### src/sv/spq_pkg.sv
// Shared types and constants for the stable priority queue.
// Used by spq_cell, stable_priority_queue and the testbench; no dependencies.
package spq_pkg;

    localparam int DEF_QUEUE_DEPTH = 64;
    localparam int ID_W            = 16;
    localparam int PRIO_W          = 3;
    localparam int LEVEL_W         = 7;
    localparam int OCC_W           = 7;
    localparam int STATUS_W        = 3;
    localparam logic [LEVEL_W-1:0] LEVEL_RESET = 7'd62;

    localparam logic FUNC_INSERT = 1'b0;
    localparam logic FUNC_REMOVE = 1'b1;

    typedef enum logic [STATUS_W-1:0] {
        ST_INSERTED    = 3'd0,
        ST_ALMOST_FULL = 3'd1,
        ST_FULL        = 3'd2,
        ST_REMOVED     = 3'd3,
        ST_EMPTY       = 3'd4
    } t_status;

    typedef struct packed {
        logic [PRIO_W-1:0] prio;
        logic [ID_W-1:0]   id;
    } t_entry;

    typedef enum logic [1:0] {
        CMD_HOLD   = 2'd0,
        CMD_INSERT = 2'd1,
        CMD_REMOVE = 2'd2
    } t_cmd;

    // Broadcast to every cell in the chain each cycle.
    typedef struct packed {
        t_cmd   cmd;
        t_entry ins;
    } t_cell_ctrl;

endpackage

### src/sv/spq_cell.sv
// One slot of the sorted chain: holds an entry, compares it against the
// incoming priority and shifts with its neighbors. Depends on spq_pkg.
module spq_cell
    import spq_pkg::*;
(
    input  logic       i_clk,
    input  t_cell_ctrl i_ctrl,
    input  logic       i_occ,
    input  t_entry     i_left_entry,
    input  logic       i_left_ge,
    input  t_entry     i_right_entry,
    output t_entry     o_entry,
    output logic       o_ge
);

    t_entry r_entry;
    t_entry n_entry;

    // Held entry stays in front of the new one when its priority is equal or higher.
    assign o_ge    = i_occ && (r_entry.prio >= i_ctrl.ins.prio);
    assign o_entry = r_entry;

    always_comb begin
        n_entry = r_entry;
        unique case (i_ctrl.cmd)
            CMD_INSERT: begin
                if (o_ge) begin
                    n_entry = r_entry;
                end else if (i_left_ge) begin
                    n_entry = i_ctrl.ins;
                end else begin
                    n_entry = i_left_entry;
                end
            end
            CMD_REMOVE: n_entry = i_right_entry;
            default:    n_entry = r_entry;
        endcase
    end

    always_ff @(posedge i_clk) begin
        r_entry <= n_entry;
    end

endmodule

### src/sv/stable_priority_queue.sv
// Top level of the stable priority queue: chain of spq_cell slots, entry
// count, almost-full level register and output register. Depends on spq_pkg.
//
//  channel   | valid   | ready   | payload
//  ----------+---------+---------+-------------------------------------------
//  request   | i_valid | o_ready | i_func, i_entry_id, i_priority_req
//  response  | o_valid | i_ready | o_status, o_head_id, o_head_priority,
//            |         |         | o_occupancy
//  config    | i_cfg_we| -       | i_cfg_wdata (almost-full level)
//
// One word per cycle unless the response stalls: every slot compares and shifts
// in the same cycle, and the registered response shows in the cycle after accept.
// Reset (synchronous, active low) empties the queue, sets the level to 62
// and holds o_ready low.
// A stalled response holds the output register; a new request is taken only
// when that register is free or being drained in the same cycle.
module stable_priority_queue
    import spq_pkg::*;
#(
    parameter int QUEUE_DEPTH = DEF_QUEUE_DEPTH
) (
    input  logic                i_clk,
    input  logic                i_rst_n,
    input  logic                i_cfg_we,
    input  logic [LEVEL_W-1:0]  i_cfg_wdata,
    input  logic                i_valid,
    output logic                o_ready,
    input  logic                i_func,
    input  logic [ID_W-1:0]     i_entry_id,
    input  logic [PRIO_W-1:0]   i_priority_req,
    output logic                o_valid,
    input  logic                i_ready,
    output logic [STATUS_W-1:0] o_status,
    output logic [ID_W-1:0]     o_head_id,
    output logic [PRIO_W-1:0]   o_head_priority,
    output logic [OCC_W-1:0]    o_occupancy
);

    localparam int CNT_W = $clog2(QUEUE_DEPTH + 1);
    localparam int EXT_W = (CNT_W > LEVEL_W) ? CNT_W : LEVEL_W;
    localparam logic [CNT_W-1:0] CNT_MAX = CNT_W'(QUEUE_DEPTH);

    logic [CNT_W-1:0]   r_count;
    logic [CNT_W-1:0]   n_count;
    logic [LEVEL_W-1:0] r_level;
    logic               r_out_valid;
    t_status            r_status;
    t_status            n_status;
    t_entry             r_head;
    t_entry             n_head;
    logic [OCC_W-1:0]   r_occ;
    logic [EXT_W-1:0]   count_ext;
    logic [EXT_W-1:0]   count_inc_ext;

    logic       in_fire;
    logic       full;
    logic       empty;
    t_cell_ctrl ctrl;

    t_entry     cell_entry [QUEUE_DEPTH];
    logic       cell_ge    [QUEUE_DEPTH];

    assign o_ready = i_rst_n && (!r_out_valid || i_ready);
    assign in_fire = i_valid && o_ready;
    assign full    = (r_count == CNT_MAX);
    assign empty   = (r_count == '0);

    assign count_inc_ext = EXT_W'(r_count + 1'b1);

    always_comb begin
        ctrl.cmd      = CMD_HOLD;
        ctrl.ins.prio = i_priority_req;
        ctrl.ins.id   = i_entry_id;
        n_count       = r_count;
        n_status      = ST_EMPTY;
        n_head        = '0;
        if (i_func == FUNC_INSERT) begin
            if (full) begin
                n_status = ST_FULL;
            end else begin
                ctrl.cmd = in_fire ? CMD_INSERT : CMD_HOLD;
                n_count  = r_count + 1'b1;
                n_status = (count_inc_ext >= EXT_W'(r_level)) ? ST_ALMOST_FULL
                                                              : ST_INSERTED;
            end
        end else begin
            if (empty) begin
                n_status = ST_EMPTY;
            end else begin
                ctrl.cmd = in_fire ? CMD_REMOVE : CMD_HOLD;
                n_count  = r_count - 1'b1;
                n_status = ST_REMOVED;
                n_head   = cell_entry[0];
            end
        end
    end

    assign count_ext = EXT_W'(n_count);

    for (genvar gi = 0; gi < QUEUE_DEPTH; gi++) begin : g_cell
        t_entry left_entry;
        logic   left_ge;
        t_entry right_entry;

        if (gi == 0) begin : g_first
            assign left_entry = ctrl.ins;
            assign left_ge    = 1'b1;
        end else begin : g_mid
            assign left_entry = cell_entry[gi-1];
            assign left_ge    = cell_ge[gi-1];
        end

        if (gi == QUEUE_DEPTH - 1) begin : g_last
            assign right_entry = cell_entry[gi];
        end else begin : g_inner
            assign right_entry = cell_entry[gi+1];
        end

        spq_cell u_cell (
            .i_clk         (i_clk),
            .i_ctrl        (ctrl),
            .i_occ         (r_count > CNT_W'(gi)),
            .i_left_entry  (left_entry),
            .i_left_ge     (left_ge),
            .i_right_entry (right_entry),
            .o_entry       (cell_entry[gi]),
            .o_ge          (cell_ge[gi])
        );
    end

    always_ff @(posedge i_clk) begin
        if (!i_rst_n) begin
            r_count     <= '0;
            r_level     <= LEVEL_RESET;
            r_out_valid <= 1'b0;
        end else begin
            if (i_cfg_we) begin
                r_level <= i_cfg_wdata;
            end
            if (in_fire) begin
                r_count     <= n_count;
                r_out_valid <= 1'b1;
            end else if (i_ready) begin
                r_out_valid <= 1'b0;
            end
        end
    end

    // Response payload: load on accept, hold while stalled.
    always_ff @(posedge i_clk) begin
        if (in_fire) begin
            r_status <= n_status;
            r_head   <= n_head;
            r_occ    <= count_ext[OCC_W-1:0];
        end
    end

    assign o_valid         = r_out_valid;
    assign o_status        = r_status;
    assign o_head_id       = r_head.id;
    assign o_head_priority = r_head.prio;
    assign o_occupancy     = r_occ;

endmodule

### config.mk
export PLATFORM = sky130hd
export DESIGN_NAME = stable_priority_queue
export DESIGN_NICKNAME = d
export VERILOG_FILES = /design/src/sv/spq_pkg.sv /design/src/sv/spq_cell.sv /design/src/sv/stable_priority_queue.sv
export SDC_FILE = /design/constraint.sdc
export NUM_CORES = 2
export LEC_CHECK = 0
export BUFFER_PORTS_ARGS = -buffer_cell sky130_fd_sc_hd__buf_2
export CORE_ASPECT_RATIO = 0.8
export CORE_MARGIN = 1
export CORE_UTILIZATION = 29
export DETAILED_ROUTE_END_ITERATION = 6
export PLACE_DENSITY = 0.54
export SETUP_SLACK_MARGIN = 0.5
export SYNTH_ARGS = -nofsm -noshare
export SYNTH_HDL_FRONTEND = slang
export SYNTH_SLANG_ARGS = --single-unit
export TNS_END_PERCENT = 10
### constraint.sdc
create_clock -name i_clk -period 6 [get_ports i_clk]
set_input_delay 0.9 -clock i_clk [delete_from_list [all_inputs] [get_ports i_clk]]
set_output_delay 0.9 -clock i_clk [all_outputs]
set_load 0.01 [all_outputs]
-- Word-level counts from Yosys, hierarchy flattened
Index checks and enable logic that the tools add are counted.
Widths: inputs -> output; s select.
- register bits: 1260
- output and inout port bits: 31
- reductions and logical operators: 136
- magnitude comparators: 129
- multiplexer cells: 203
- add/subtract/negate cells: 2
- eq/ne operators: 66
- bitwise logic cells: 2
- operator list (cell ; number):
    $mux 19 ; 126
    $pmux 19 s2 ; 63
    $gt 7x6->1 const B ; 32
    $ge 3x3->1 ; 64
    $reduce_and 2->1 ; 64
    $ne 2x2->1 const B ; 63
    $gt 7x5->1 const B ; 16
    $logic_and 1x1->1 ; 66
    $gt 7x4->1 const B ; 8
    $gt 7x3->1 const B ; 4
    $mux 7 ; 3
    $gt 7x1->1 const B ; 2
    $gt 7x2->1 const B ; 2
    $mux 2 ; 4
    $add 7x1->7 const B ; 1
    $eq 7x7->1 const B ; 1
    $ge 7x7->1 ; 1
    $logic_not 7->1 ; 1
    $sub 7x1->7 const B ; 1
    $mux 3 ; 2
    $mux 1 ; 5
    $reduce_bool 2->1 ; 2
    $eq 2x1->1 const B ; 1
    $eq 2x2->1 const B ; 1
    other kinds (4) ; 5

-- Logic depth before layout (Yosys ltp)
- word-level depth: 10
- mapped depth: 13
- mapped depth without buffers: 8

-- By module
From an unflattened synthesis, not the netlist that was laid out.
- cell total of the unflattened synthesis: 6561
- area, all modules: 73391.6 sq um
- by module, submodules not included (module ; cells an instance ; instances ; area each (sq um)):
    spq_cell ; 97 ; 64 ; 1101.1
    stable_priority_queue ; 353 ; 1 ; 2924.1

-- Least setup slack after synthesis
OpenSTA, ideal clock, no wires.
- path type: input to register
- start: in i_priority_req[1]
- end: reg g_cell[53].u_cell.r_entry, in the netlist g_cell[53].u_cell.o_entry[0], enable pin
- stages: 9
- arrival time: 4.807 ns
- path slack: 0.772 ns
- buffers on the path: 3
- cells stage by stage: clkbuf_1 -> clkbuf_1 -> inv_1 -> ha_1 -> o21ai_0 -> a21oi_1 -> o211a_1 -> buf_2 -> o21ai_0
- word-level cells in the longest chain between the ends: 4
- ends and longest elaborated chain (what ; RTL line ; RTL):
    start: declaration ; stable_priority_queue.sv:30 ; input logic [PRIO_W-1:0] i_priority_req,
    $ge 3x3->1 ; spq_cell.sv:20 ; assign o_ge = i_occ && (r_entry.prio >= i_ctrl.ins.prio);
    $logic_and 1x1->1 ; spq_cell.sv:20 ;
    $ne 2x2->1 (no line) ; -- ;
    $reduce_and 2->1 (no line) ; -- ;
    end signal: assignment ; spq_cell.sv:41 ; r_entry <= n_entry;
    end: declaration ; spq_cell.sv:16 ; t_entry r_entry;
Every way passes these cells.
A chain may end at the register's enable or synchronous reset.

==> impl_summary.txt <==
----------------------------------------------------
[Outcome]
  Result of the run ... finished, final reports clean

[Timing]
  Pin slew with the least headroom to its limit ... 1.33 ns
  Setup violation total in the final timing report ... 0
  Number of endpoints with negative hold slack in the final report ... 0
  RSZ-0062 raised after global routing ... false
  Share of the clock period used by the worst path ... 76.2%
  Post-Route Skew ... 0.0340 ns
  Maximum clock frequency ... 0.219 GHz
  Post-layout minimum cycle time ... 4.57 ns
  Normalized max-slew margin ... 11.4%
  Fin. max-slew vios ... 0
  Total negative slack ... 0 ns

[Worst setup path]
  Worst Reg-to-Reg Cells ... 10
  Launching element type of the critical path ... flip-flop
  Crit path capture type ... flip-flop
  Launch point of the worst reg-to-reg path ... r_count[0]
  Reg2reg end ... g_cell[46].u_cell.o_entry[1]
  CP required ... 6.50 ns
  Arr. time, crit path ... 5.07 ns
  Register-to-register setup slack ... 1.43 ns
  Max FO, Critical Path ... 174
  Classification of the worst setup path ... reg2reg

[Final layout]
  Area of all placed cells without fillers ... 75000 um2
  Post-layout nets ... 6315
  Count of filler cells inserted in the layout ... 23300
  Share of post-route cells with drive strength above 1 ... 8.58%
  Total area of sequential cells ... 37700 um2
  Area added between synthesis and finish ... 11.1%
  Post-layout util ... 32.6%
  Area of the multi-input gates ... 26500 um2

[Route]
  DRC ... 0
  Antenna-violating nets left ... 0
  Vias after detailed routing ... 51100
  Avg WL per Cell ... 24.0 um
  Vias per cell ... 5.50
  Number of search-and-repair iterations in the first detailed-routing pass ... 6
  First-iteration detailed-routing DRC count ... 6171
  Final WL ... 223 mm

[Synthesis]
  Synth Instances ... 6338
  Total nets after synthesis ... 6574
  Cell variety after synth ... 62
  Cell taking the most area after synthesis ... edfxtp_1
  Area fraction of the dominant cell type after synthesis ... 55.4%
  Syn Std Cell Area ... 67500 um2
  Cell types occupying the most area after synthesis ... edfxtp_1 55%, o211ai_1 8.3%, nand2_1 7.4%
  Most numerous cell in the Yosys netlist ... nand2_1
  Most common library cells after synthesis ... 1334 x nand2_1, 1245 x edfxtp_1, 805 x nand3_1
  Average cell area after synthesis ... 10.6 um2
  Ys Warns ... 0
  Synth Flop Type ... edfxtp_1
  #FFs+latches synth ... 1260
  Number of flops mapped to enable cells by yosys ... 1245
  Fraction of synthesis flops using an asynchronous set or reset pin ... 0%
  Proportion of synthesized chip area in sequential cells ... 55.9%

[Pwr]
  Total Power ... 0.0239 W
  Static power due to leakage ... 25.6 nW
  Power density of the placed cells ... 318 nW/um2
  Worst ir drop on vdd ... 0.288 mV

[Clock network]
  H-tree levels ... 4
  Number of hold buffers added after cts ... 0
  Clock tree root driver cell ... clkbuf_16
  TritonCTS clock tree ... yes
  Setup repair bufs after CTS ... 0
  Clk buf depth ... 3
  Sinks on Clock Net ... 1260
  Resized cells post-CTS ... 0
  Clock latency reported for the late side of the worst-skew pair ... 0.80 ns
  Total clock buffers created by CTS ... 145
  Clock-pin transition on the worst setup and hold timing paths ... 0.06 ns

[Global route]
  Remaining global-route overflow ... 0
  Number of global-route vias before repair ... 50200
  Largest net degree at the start of global routing ... 229
  GRT Util Overall ... 18.5%
  First-pass GRT wire length ... 332 mm
  Antenna violations before repair ... 9

[Placed design]
  Number of buffers added on ports ... 62
  Routability-driven placement congestion ratio ... 0.873
  Placed instance area ... 70200 um2
  Detailed Place HPWL ... 146 mm

[Floorplanning]
  Rows ... 157
  Std-Cell Core Area ... 230000 um2
  DIE HEIGHT ... 433 um
  Effective utilization at floorplan ... 29.3%
  Floorplan die area ... 235000 um2
  Top-Level Pins ... 63
  Die span in x ... 541 um

[Hold path]
  Worst hold path depth ... 3
  Beginning of the worst hold path ... i_cfg_wdata[1]
  Hold Crit Endpoint ... r_level[1]
  HP Class ... in2reg

[Job]
  Max capacitance violation total ... 0

----------------------------------------------------
logic make-up (layout without fill, tap and decap cells):
| logic type | count (synthesis) | in the layout | synth area share, % |
|---|---|---|---|
| AOI/OAI and AO/OA | 1417 | 1417 | 13.8 |
| xor gates and xnor gates | 10 | 10 | 0.130 |
| adders and majority gates | 204 | 204 | 3.78 |
| buffers and inverters | 710 | 569 | 5.24 |
| DFF | 1260 | 1260 | 55.9 |
| muxes | 423 | 423 | 6.31 |
| other | 0 | 2 | 0 |
| and+or+nand+nor | 2314 | 2314 | 14.9 |
power by group:
part	total (W)	internal, W	switching (W)
combinational	0.00352	0.00111	0.00241
sequential	0.0113	0.0108	0.000507
clock	0.00908	0.00523	0.00385
total	0.0239	0.0171	0.00677
how the worst max path moves through the flow:
stage | slack [ns] | depth (start not counted) | end | startpoint
2_1_floorplan | 0.77 | 9 | g_cell[53].u_cell.o_entry[0] | i_priority_req[1]
3_3_place_gp | 1.50 | 10 | g_cell[44].u_cell.o_entry[1] | r_count[0]
3_5_place_dp | 1.39 | 10 | g_cell[43].u_cell.o_entry[1] | r_count[0]
4_1_cts | 1.38 | 10 | g_cell[46].u_cell.o_entry[1] | r_count[0]
5_1_grt | 1.32 | 10 | g_cell[46].u_cell.o_entry[1] | r_count[0]
6_report | 1.43 | 10 | g_cell[46].u_cell.o_entry[1] | r_count[0]
state kept, by name, indices dropped and copies added, names as in the netlist:
register,count
g_cell.u_cell.o_entry,1216
o_head_id,16
o_occupancy,7
r_count,7
r_level,7
o_status,3
o_valid,1
o_head_priority,3
metrics by stage:
stage          hold WS (ns)  setup WS (ns)  std cells
3_3_place_gp          0.482           1.50       9032
2_1_floorplan         0.461          0.772       6338
5_1_grt               0.304           1.32       9297
6_report              0.316           1.43       9299
3_5_place_dp          0.489           1.39       9032
4_1_cts               0.265           1.38       9297
routing by layer:
metal | GRT usage [%] | up-vias | share of wire (%)
li1 | - | 23200 | -
met1 | 26.4 | 25700 | 45
met2 | 28.3 | 1936 | 44
met3 | 3.79 | 294 | 8.1
met4 | 5.00 | 0 | 2.5
met5 | 0 | - | 0
critical path, stage by stage, from the launching register on:
cell and delay, ns:
dfxtp_1 0.75, inv_1 0.22, ha_1 0.31, nor4b_4 0.15
nand2_1 0.11, buf_4 0.28, nand3_4 0.53, buf_12 0.49
nand2_2 0.58, buf_4 0.55, o211ai_1 0.18
layout by cell type (no fill, tap or decap), types with 5 or more instances in the layout:
cell and n:
o22ai_2 7, o21a_1 5, o211ai_1 748, o21ai_2 21, buf_2 61, a21o_1 12, and2_1 5, o21ai_1 365
clkbuf_16 146, nand2_2 19, mux2i_1 404, nor3_1 10, ha_1 204, nor2b_1 19, clkbuf_1 36, bufinv_16 16
nor3b_1 21, inv_6 6, nor2_1 58, xnor2_1 8, o21ai_0 120, clkinv_1 23, mux2_2 19, o221ai_1 41
clkinv_2 24, dfxtp_1 15, buf_12 22, nand2_1 1315, nand3_1 804, nand2b_1 8, buf_4 143, edfxtp_1 1245
and3_1 28, a21oi_1 63, o221ai_2 7, inv_1 75
final cells by class:
class	count	share of cell area, %
flip-flops and latches	1260	50.3
well taps	3100	5.17
clock inverters	80	1.20
diodes	2	0.00668
repair buffers	226	2.43
clock buffers	185	5.11
multi-input cells	4368	35.4
inverters	78	0.392
(Power assumes the default switching activity.)
